==> config.mk <==
export PLATFORM = sky130hd
export DESIGN_NAME = grid_flood_fill
export DESIGN_NICKNAME = d
export VERILOG_FILES = /design/src/gff_pkg.sv /design/src/gff_nbr.sv /design/src/grid_flood_fill.sv
export SDC_FILE = /design/constraint.sdc
export NUM_CORES = 1
export LEC_CHECK = 0
export ABC_AREA = 1
export BUFFER_PORTS_ARGS = -buffer_cell sky130_fd_sc_hd__buf_4
export CAP_MARGIN = 0
export CELL_PAD_IN_SITES_DETAIL_PLACEMENT = 1
export CELL_PAD_IN_SITES_GLOBAL_PLACEMENT = 1
export CORE_UTILIZATION = 51
export CTS_CLUSTER_DIAMETER = 60
export CTS_CLUSTER_SIZE = 25
export DETAILED_ROUTE_END_ITERATION = 8
export PLACE_DENSITY = 0.91
export SLEW_MARGIN = 0
export SYNTH_ARGS = -nofsm -noshare
export SYNTH_HDL_FRONTEND = slang
export SYNTH_SLANG_ARGS = --single-unit
==> constraint.sdc <==
create_clock -name clock -period 4.3 [get_ports clock]
set_clock_uncertainty 0.1 [all_clocks]
set_input_delay 0.86 -clock clock [delete_from_list [all_inputs] [get_ports clock]]
set_output_delay 0.86 -clock clock [all_outputs]
set_load 0.01 [all_outputs]
==> src/gff_pkg.sv <==
// Shared types and defaults for the grid flood fill block.
// Used by gff_nbr and grid_flood_fill; depends on nothing else.
`default_nettype none

package gff_pkg;

   localparam int GFF_ROWS       = 8;
   localparam int GFF_COLS       = 8;
   localparam int GFF_COLOR_BITS = 8;

   typedef enum logic [1:0] {
      FUNC_WRITE = 2'd0,
      FUNC_READ  = 2'd1,
      FUNC_FILL  = 2'd2
   } func_type;

   // Cell addressed relative to the current cell
   typedef enum logic [2:0] {
      DIR_SELF  = 3'd0,
      DIR_DOWN  = 3'd1,
      DIR_UP    = 3'd2,
      DIR_RIGHT = 3'd3,
      DIR_LEFT  = 3'd4
   } dir_type;

   typedef enum logic [3:0] {
      ST_CLEAR    = 4'd0,
      ST_IDLE     = 4'd1,
      ST_WRITE    = 4'd2,
      ST_LOOKUP   = 4'd3,
      ST_READ_CHK = 4'd4,
      ST_SEED_CHK = 4'd5,
      ST_POP      = 4'd6,
      ST_POP_WAIT = 4'd7,
      ST_NB       = 4'd8,
      ST_NB_CHK   = 4'd9,
      ST_DONE     = 4'd10
   } state_type;

endpackage

`default_nettype wire

==> src/gff_nbr.sv <==
// Neighbour address unit: steps from the current cell in one direction,
// flags edges of the grid and forms the linear cell address. Uses gff_pkg.
`default_nettype none

module gff_nbr #(
   parameter int ROWS = gff_pkg::GFF_ROWS,
   parameter int COLS = gff_pkg::GFF_COLS
) (
   input  wire logic [$clog2(ROWS)-1:0]      cur_row,
   input  wire logic [$clog2(COLS)-1:0]      cur_col,
   input  wire gff_pkg::dir_type             dir,
   output logic                              nb_ok,
   output logic [$clog2(ROWS)-1:0]           nb_row,
   output logic [$clog2(COLS)-1:0]           nb_col,
   output logic [$clog2(ROWS*COLS)-1:0]      nb_addr
);
   import gff_pkg::*;

   localparam int RB    = $clog2(ROWS);
   localparam int CB    = $clog2(COLS);
   localparam int AW    = $clog2(ROWS * COLS);
   localparam logic [RB-1:0] ROW_LAST = RB'(ROWS - 1);
   localparam logic [CB-1:0] COL_LAST = CB'(COLS - 1);

   always_comb begin
      nb_ok  = 1'b1;
      nb_row = cur_row;
      nb_col = cur_col;
      case (dir)
         DIR_SELF: begin
            nb_ok = 1'b1;
         end
         DIR_DOWN: begin
            nb_ok  = (cur_row != ROW_LAST);
            nb_row = cur_row + 1'b1;
         end
         DIR_UP: begin
            nb_ok  = (cur_row != '0);
            nb_row = cur_row - 1'b1;
         end
         DIR_RIGHT: begin
            nb_ok  = (cur_col != COL_LAST);
            nb_col = cur_col + 1'b1;
         end
         DIR_LEFT: begin
            nb_ok  = (cur_col != '0);
            nb_col = cur_col - 1'b1;
         end
         default: begin
            nb_ok = 1'b0;
         end
      endcase
   end

   assign nb_addr = AW'(nb_row) * AW'(COLS) + AW'(nb_col);

endmodule

`default_nettype wire

==> src/grid_flood_fill.sv <==
// Top level of the grid flood fill block: colour store, fill stack and sequencer.
// Depends on gff_pkg and gff_nbr.
//
// A ROWS x COLS grid of colours takes one operation per request beat: write a
// cell, read a cell, or 4-connected flood fill from a seed cell; each request
// gives one response beat. After reset the block sweeps the grid to zero, one
// cell per cycle, before it takes a request. Each cycle of work makes at most
// one write and one registered read of the colour store, which sets the pace.
// A request outside the grid or with the spare code goes straight to the
// response, and a fill whose seed already holds the fill colour recolours no
// cell. The block is ready for the next request in the same cycle that the
// response is raised. One request is in work at a time; a finished response
// waits in its output register while the block returns to idle.
`default_nettype none

module grid_flood_fill #(
   parameter int ROWS       = gff_pkg::GFF_ROWS,
   parameter int COLS       = gff_pkg::GFF_COLS,
   parameter int COLOR_BITS = gff_pkg::GFF_COLOR_BITS
) (
   input  wire logic        clock,
   input  wire logic        reset,
   input  wire logic        req_tvalid,
   output logic             req_tready,
   input  wire logic [15:0] req_tdata,   // func[1:0], row[4:2], col[7:5], color[15:8]
   output logic             rsp_tvalid,
   input  wire logic        rsp_tready,
   output logic [15:0]      rsp_tdata    // cell_value[7:0], filled_count[14:8], zero[15]
);
   import gff_pkg::*;

   localparam int CELLS = ROWS * COLS;
   localparam int RB    = $clog2(ROWS);
   localparam int CB    = $clog2(COLS);
   localparam int AW    = $clog2(CELLS);
   localparam int TW    = $clog2(CELLS + 1);
   localparam int SW    = RB + CB;
   localparam logic [AW-1:0] ADDR_LAST = AW'(CELLS - 1);

   // Request fields
   func_type             req_func;
   logic [2:0]           req_row;
   logic [2:0]           req_col;
   logic [7:0]           req_color;
   logic                 req_inside;

   assign req_func   = func_type'(req_tdata[1:0]);
   assign req_row    = req_tdata[4:2];
   assign req_col    = req_tdata[7:5];
   assign req_color  = req_tdata[15:8];
   assign req_inside = (32'(req_row) < ROWS) && (32'(req_col) < COLS);

   // Registers
   state_type            state_ff, state_in;
   logic [AW-1:0]        clr_ptr_ff, clr_ptr_in;
   func_type             func_ff, func_in;
   logic [COLOR_BITS-1:0] color_ff, color_in;
   logic [COLOR_BITS-1:0] old_ff, old_in;
   logic [RB-1:0]        cur_row_ff, cur_row_in;
   logic [CB-1:0]        cur_col_ff, cur_col_in;
   dir_type              dir_ff, dir_in;
   logic [TW-1:0]        top_ff, top_in;
   logic [TW-1:0]        cnt_ff, cnt_in;
   logic [7:0]           value_ff, value_in;
   logic                 rsp_valid_ff, rsp_valid_in;
   logic [7:0]           rsp_value_ff, rsp_value_in;
   logic [6:0]           rsp_count_ff, rsp_count_in;

   // Neighbour unit
   logic                 nb_ok;
   logic [RB-1:0]        nb_row;
   logic [CB-1:0]        nb_col;
   logic [AW-1:0]        nb_addr;

   gff_nbr #(
      .ROWS (ROWS),
      .COLS (COLS)
   ) u_nbr (
      .cur_row (cur_row_ff),
      .cur_col (cur_col_ff),
      .dir     (dir_ff),
      .nb_ok   (nb_ok),
      .nb_row  (nb_row),
      .nb_col  (nb_col),
      .nb_addr (nb_addr)
   );

   // Colour store
   logic [COLOR_BITS-1:0] grid_mem [CELLS];
   logic                  g_we;
   logic [AW-1:0]         g_waddr;
   logic [COLOR_BITS-1:0] g_wdata;
   logic [COLOR_BITS-1:0] g_rdata_ff;

   always_ff @(posedge clock) begin
      if (g_we) begin
         grid_mem[g_waddr] <= g_wdata;
      end
      g_rdata_ff <= grid_mem[nb_addr];
   end

   // Fill stack of pending cells, stored as {row, col}
   logic [SW-1:0]         stk_mem [CELLS];
   logic                  s_we;
   logic [AW-1:0]         s_raddr;
   logic [SW-1:0]         s_rdata_ff;

   always_ff @(posedge clock) begin
      if (s_we) begin
         stk_mem[top_ff[AW-1:0]] <= {nb_row, nb_col};
      end
      s_rdata_ff <= stk_mem[s_raddr];
   end

   always_ff @(posedge clock) begin
      if (reset) begin
         state_ff     <= ST_CLEAR;
         clr_ptr_ff   <= '0;
         top_ff       <= '0;
         cnt_ff       <= '0;
         rsp_valid_ff <= 1'b0;
      end else begin
         state_ff     <= state_in;
         clr_ptr_ff   <= clr_ptr_in;
         top_ff       <= top_in;
         cnt_ff       <= cnt_in;
         rsp_valid_ff <= rsp_valid_in;
      end
      func_ff      <= func_in;
      color_ff     <= color_in;
      old_ff       <= old_in;
      cur_row_ff   <= cur_row_in;
      cur_col_ff   <= cur_col_in;
      dir_ff       <= dir_in;
      value_ff     <= value_in;
      rsp_value_ff <= rsp_value_in;
      rsp_count_ff <= rsp_count_in;
   end

   always_comb begin
      state_in     = state_ff;
      clr_ptr_in   = clr_ptr_ff;
      func_in      = func_ff;
      color_in     = color_ff;
      old_in       = old_ff;
      cur_row_in   = cur_row_ff;
      cur_col_in   = cur_col_ff;
      dir_in       = dir_ff;
      top_in       = top_ff;
      cnt_in       = cnt_ff;
      value_in     = value_ff;
      rsp_valid_in = rsp_valid_ff && !rsp_tready;
      rsp_value_in = rsp_value_ff;
      rsp_count_in = rsp_count_ff;
      req_tready   = 1'b0;
      g_we         = 1'b0;
      g_waddr      = nb_addr;
      g_wdata      = color_ff;
      s_we         = 1'b0;
      s_raddr      = AW'(top_ff - 1'b1);

      case (state_ff)
         ST_CLEAR: begin
            g_we       = 1'b1;
            g_waddr    = clr_ptr_ff;
            g_wdata    = '0;
            clr_ptr_in = clr_ptr_ff + 1'b1;
            if (clr_ptr_ff == ADDR_LAST) begin
               state_in = ST_IDLE;
            end
         end
         ST_IDLE: begin
            req_tready = 1'b1;
            if (req_tvalid) begin
               func_in    = req_func;
               color_in   = COLOR_BITS'(req_color);
               cur_row_in = RB'(req_row);
               cur_col_in = CB'(req_col);
               dir_in     = DIR_SELF;
               top_in     = '0;
               cnt_in     = '0;
               value_in   = '0;
               if (!req_inside) begin
                  state_in = ST_DONE;
               end else begin
                  case (req_func)
                     FUNC_WRITE: state_in = ST_WRITE;
                     FUNC_READ:  state_in = ST_LOOKUP;
                     FUNC_FILL:  state_in = ST_LOOKUP;
                     default:    state_in = ST_DONE;
                  endcase
               end
            end
         end
         ST_WRITE: begin
            g_we     = 1'b1;
            state_in = ST_DONE;
         end
         ST_LOOKUP: begin
            // seed address is on the read port; data lands next cycle
            state_in = (func_ff == FUNC_READ) ? ST_READ_CHK : ST_SEED_CHK;
         end
         ST_READ_CHK: begin
            value_in = 8'(g_rdata_ff);
            state_in = ST_DONE;
         end
         ST_SEED_CHK: begin
            old_in = g_rdata_ff;
            if (g_rdata_ff == color_ff) begin
               state_in = ST_DONE;
            end else begin
               g_we     = 1'b1;
               s_we     = 1'b1;
               top_in   = top_ff + 1'b1;
               cnt_in   = cnt_ff + 1'b1;
               state_in = ST_POP;
            end
         end
         ST_POP: begin
            if (top_ff == '0) begin
               state_in = ST_DONE;
            end else begin
               top_in   = top_ff - 1'b1;
               state_in = ST_POP_WAIT;
            end
         end
         ST_POP_WAIT: begin
            cur_row_in = s_rdata_ff[SW-1:CB];
            cur_col_in = s_rdata_ff[CB-1:0];
            dir_in     = DIR_DOWN;
            state_in   = ST_NB;
         end
         ST_NB, ST_NB_CHK: begin
            if (state_ff == ST_NB && nb_ok) begin
               // neighbour read issued; check it next cycle
               state_in = ST_NB_CHK;
            end else begin
               if (state_ff == ST_NB_CHK && g_rdata_ff == old_ff) begin
                  g_we   = 1'b1;
                  s_we   = 1'b1;
                  top_in = top_ff + 1'b1;
                  cnt_in = cnt_ff + 1'b1;
               end
               state_in = ST_NB;
               case (dir_ff)
                  DIR_DOWN:  dir_in = DIR_UP;
                  DIR_UP:    dir_in = DIR_RIGHT;
                  DIR_RIGHT: dir_in = DIR_LEFT;
                  default: begin
                     dir_in   = DIR_SELF;
                     state_in = ST_POP;
                  end
               endcase
            end
         end
         ST_DONE: begin
            // hold until the output register is free
            if (!rsp_valid_ff || rsp_tready) begin
               rsp_valid_in = 1'b1;
               rsp_value_in = value_ff;
               rsp_count_in = 7'(cnt_ff);
               state_in     = ST_IDLE;
            end
         end
         default: begin
            state_in = ST_IDLE;
         end
      endcase
   end

   assign rsp_tvalid = rsp_valid_ff;
   assign rsp_tdata  = {1'b0, rsp_count_ff, rsp_value_ff};

`ifndef SYNTHESIS
   a_stack_bound: assert property (@(posedge clock) disable iff (reset)
      top_ff <= TW'(CELLS))
      else $error("fill stack deeper than the grid");

   a_stack_vs_count: assert property (@(posedge clock) disable iff (reset)
      top_ff <= cnt_ff)
      else $error("more cells pending than recoloured");

   a_fill_drained: assert property (@(posedge clock) disable iff (reset)
      (state_ff == ST_DONE) |-> (top_ff == '0))
      else $error("response formed with cells still pending");

   a_rsp_from_done: assert property (@(posedge clock) disable iff (reset)
      $rose(rsp_valid_ff) |-> $past(state_ff == ST_DONE))
      else $error("response beat raised outside completion");
`endif

endmodule

`default_nettype wire
==> impl_metrics.toml <==
[detailed_routing]
first_iter_violations = 3841
vias_per_cell = 6.202
drt_pass1_iterations = 6
ant_nets = 0
num_vias = 30905
wl_um = 133100
post_drt_wl_per_cell_um = 26.70
drc = 0

[sta]
period_share = 0.9557
max_slew_margin = 0.05189
tightest_slew_ns = 1.419
slew_viol_final = 0
hold_ws_ns = 0.2782
fmax_mhz = 243.3
setup_tns_ns = 0
setup_viol = 0
rsz0062_at_grt = "false"
finalHoldViolations = 0
fin_crit_ns = 4.109

[critical_path]
critPathCapture = "grid_mem[36][5]"
startpoint = "dir_ff[0]"
reg2reg_to = "grid_mem[36][5]"
crit_arrival_ns = 4.29
r2r_slack_ns = 0.19
critPathCaptureType = "flip-flop"
crit_path_max_fanout = 8
r2r_start = "dir_ff[0]"
start_kind = "flip-flop"
cp.required_ns = 4.48
cp_num_buf_inv = 2
critical_path.max_stage_delay_ns = 0.85
crit_type = "reg -> reg"
path_cells = "nor2_2 -> nand2_2 -> inv_1 -> fa_1 -> inv_1 -> nand2_1 -> o21ai_4 -> o21ai_1 -> nor2_1 -> nand2_1 -> nor2_1"
crit_slowest_cell = "nor2_1"
crit_family = "simple AND/OR/NAND/NOR gates"
cp.depth = 11
r2r_cells = 11

[hold_path]
hold_depth = 1
hold_class = "in -> reg"

[clock_network]
cts_hold_buf = 0
ctsResizeCount = 0
clockBufferDepth = 3
cts_tree = "yes"
h-tree-depth = 2
cts_buffers = 53
path_clk_slew_ns = 0.10
cts_setup_buffers = 0
clock_latency_ns = 0.66
cts_root_buf = "clkbuf_16"
cts_sinks = 985

[finish]
final_common_cell = "edfxtp_1"
final_cell_mix = "946 x edfxtp_1, 630 x nand2_1, 537 x nand3_1"
finalNetCount = 3901
fillers = 8571
syn_to_final_growth_pct = 7.694
multiInputGateArea_um2 = 10370
drive_gt1_frac = 0.06670
ff_latch_area_um2 = 29190
n_antenna_cell = 0

[power_and_ir_drop]
irDropWorstVdd_mv = 0.4277
p_leak_nw = 17.46
p_per_area_nw_per_um2 = 362.3

[yosys]
synth_seq_cells = 985
ys.flop_type = "edfxtp_1"
synth_cells = 3912
syn_area_um2 = 42360
synth_area_per_cell_um2 = 10.83
synth_area_leaders = "edfxtp_1 67%, nand3_1 6.4%, nand2_1 5.6%"
ys_seq_area_frac = 0.6890
yosys_warnings = 0
synth_edf_count = 946
synth_top_area_frac = 0.6706
synth_top_area_cell = "edfxtp_1"
synth_nets = 3940
async_reset_ff_frac = 0
synth.distinct_cells = 41

[floorplanning]
rows = 105
die_w_um = 290.2
start_util = 0.5159
pin_count = 38
dieArea_um2 = 84220
die_h_um = 290.2
core_area_um2 = 82110

[global_route]
antenna_found_initial = 1
gr-usage-all-layers = 0.3124
grt-ovfl-total = 0
grt_max_degree = 207
grt_pass1_vias = 32682
grt_pass1_wl_um = 200300

[flow_run]
cap_viol_max_count = 0

[placed_design]
gp_congestion = 0.8768
io_buffers = 36
dp.final_hpwl_um = 79940

[status]
status = "finished clean"
how the worst min path moves through the flow:
stage | startpoint | to | slack [ns]
after floorplan | value_ff[0] | rsp_value_ff[0] | 0.30
after global placement | value_ff[3] | rsp_value_ff[3] | 0.30
after detailed placement | value_ff[3] | rsp_value_ff[3] | 0.31
after CTS | req_tdata[14] | color_ff[6] | 0.27
after global routing | req_tdata[14] | color_ff[6] | 0.27
final | req_tdata[14] | color_ff[6] | 0.28
cell usage after synthesis, drive strengths merged, types with 2 or more instances:
library cell,number
clkbuf,80
nand2,647
edfxtp,946
nand3,542
fa,2
xor2,10
nor2,485
nand4,24
or2,7
clkinv,3
nand3b,26
o32ai,2
nor4,5
ha,6
xnor2,7
o211ai,85
o21ai,283
a21oi,21
dfxtp,39
mux2i,10
o22ai,11
a31oi,3
buf,117
inv,538
nor3,9
cells by family after synthesis:
family	after synthesis	share of synthesized area
adder cells (fa/ha/maj)	8	0.002717
AO/OA/AOI/OAI	408	0.05438
buffers and inverters	738	0.06971
multiplexers	10	0.002363
other	1	0.00008853
flip-flops	985	0.6890
XOR/XNOR	17	0.004312
AND/OR/NAND/NOR	1745	0.1774
metal layers:
metal | part of all wire | GRT usage | vias up | wire length (µm)
li1 | - | - | 13127 | -
met1 | 0.35 | 0.3791 | 15311 | 46920
met2 | 0.50 | 0.5343 | 1929 | 66010
met3 | 0.091 | 0.04986 | 536 | 12150
met4 | 0.060 | 0.1722 | 2 | 7949
met5 | 0.000098 | 0 | - | 13
final cells by class:
class	count	area share
clock buffer	64	0.03179
clock inverter	31	0.007597
inverter	541	0.04465
multi-input combinational	2189	0.2273
sequential	985	0.6399
tap	1070	0.02935
timing repair buffer	103	0.01942
power by group:
group          total, mW  switching [mW]  leakage [nW]  internal, mW
Clock               6.03            3.34         0.885          2.69
Sequential          10.4         0.00989          8.85          10.4
Combinational      0.122          0.0931          7.73        0.0289
stage by stage:
| step | total power [mW] | cell area [µm²] | utilization | worst slack (ns) | cells |
|---|---|---|---|---|---|
| 2_1_floorplan | 10.65 | 42360 | - | 0.8698 | 3912 |
| 6_report | 16.53 | 45620 | 0.5556 | 0.1906 | 4983 |
| 4_1_cts | 16.50 | 45620 | 0.5556 | 0.3231 | 4983 |
| 3_5_place_dp | 10.71 | 43820 | 0.5337 | 0.4006 | 4888 |
| 3_3_place_gp | 10.70 | 43820 | 0.5337 | 0.7204 | 4888 |
| 5_1_grt | 16.74 | 45620 | 0.5556 | 0.06441 | 4983 |
registers in the layout, summed over array words and instances, names as in the netlist:
register	flops
clr_ptr_ff	6
cnt_ff	7
color_ff	8
cur_col_ff	3
cur_row_ff	3
dir_ff	3
func_ff	2
g_rdata_ff	8
grid_mem	512
old_ff	8
rsp_count_ff	7
rsp_tvalid	1
rsp_value_ff	8
s_rdata_ff	6
state_ff	4
stk_mem	384
top_ff	7
value_ff	8
(Power assumes the default switching activity.)
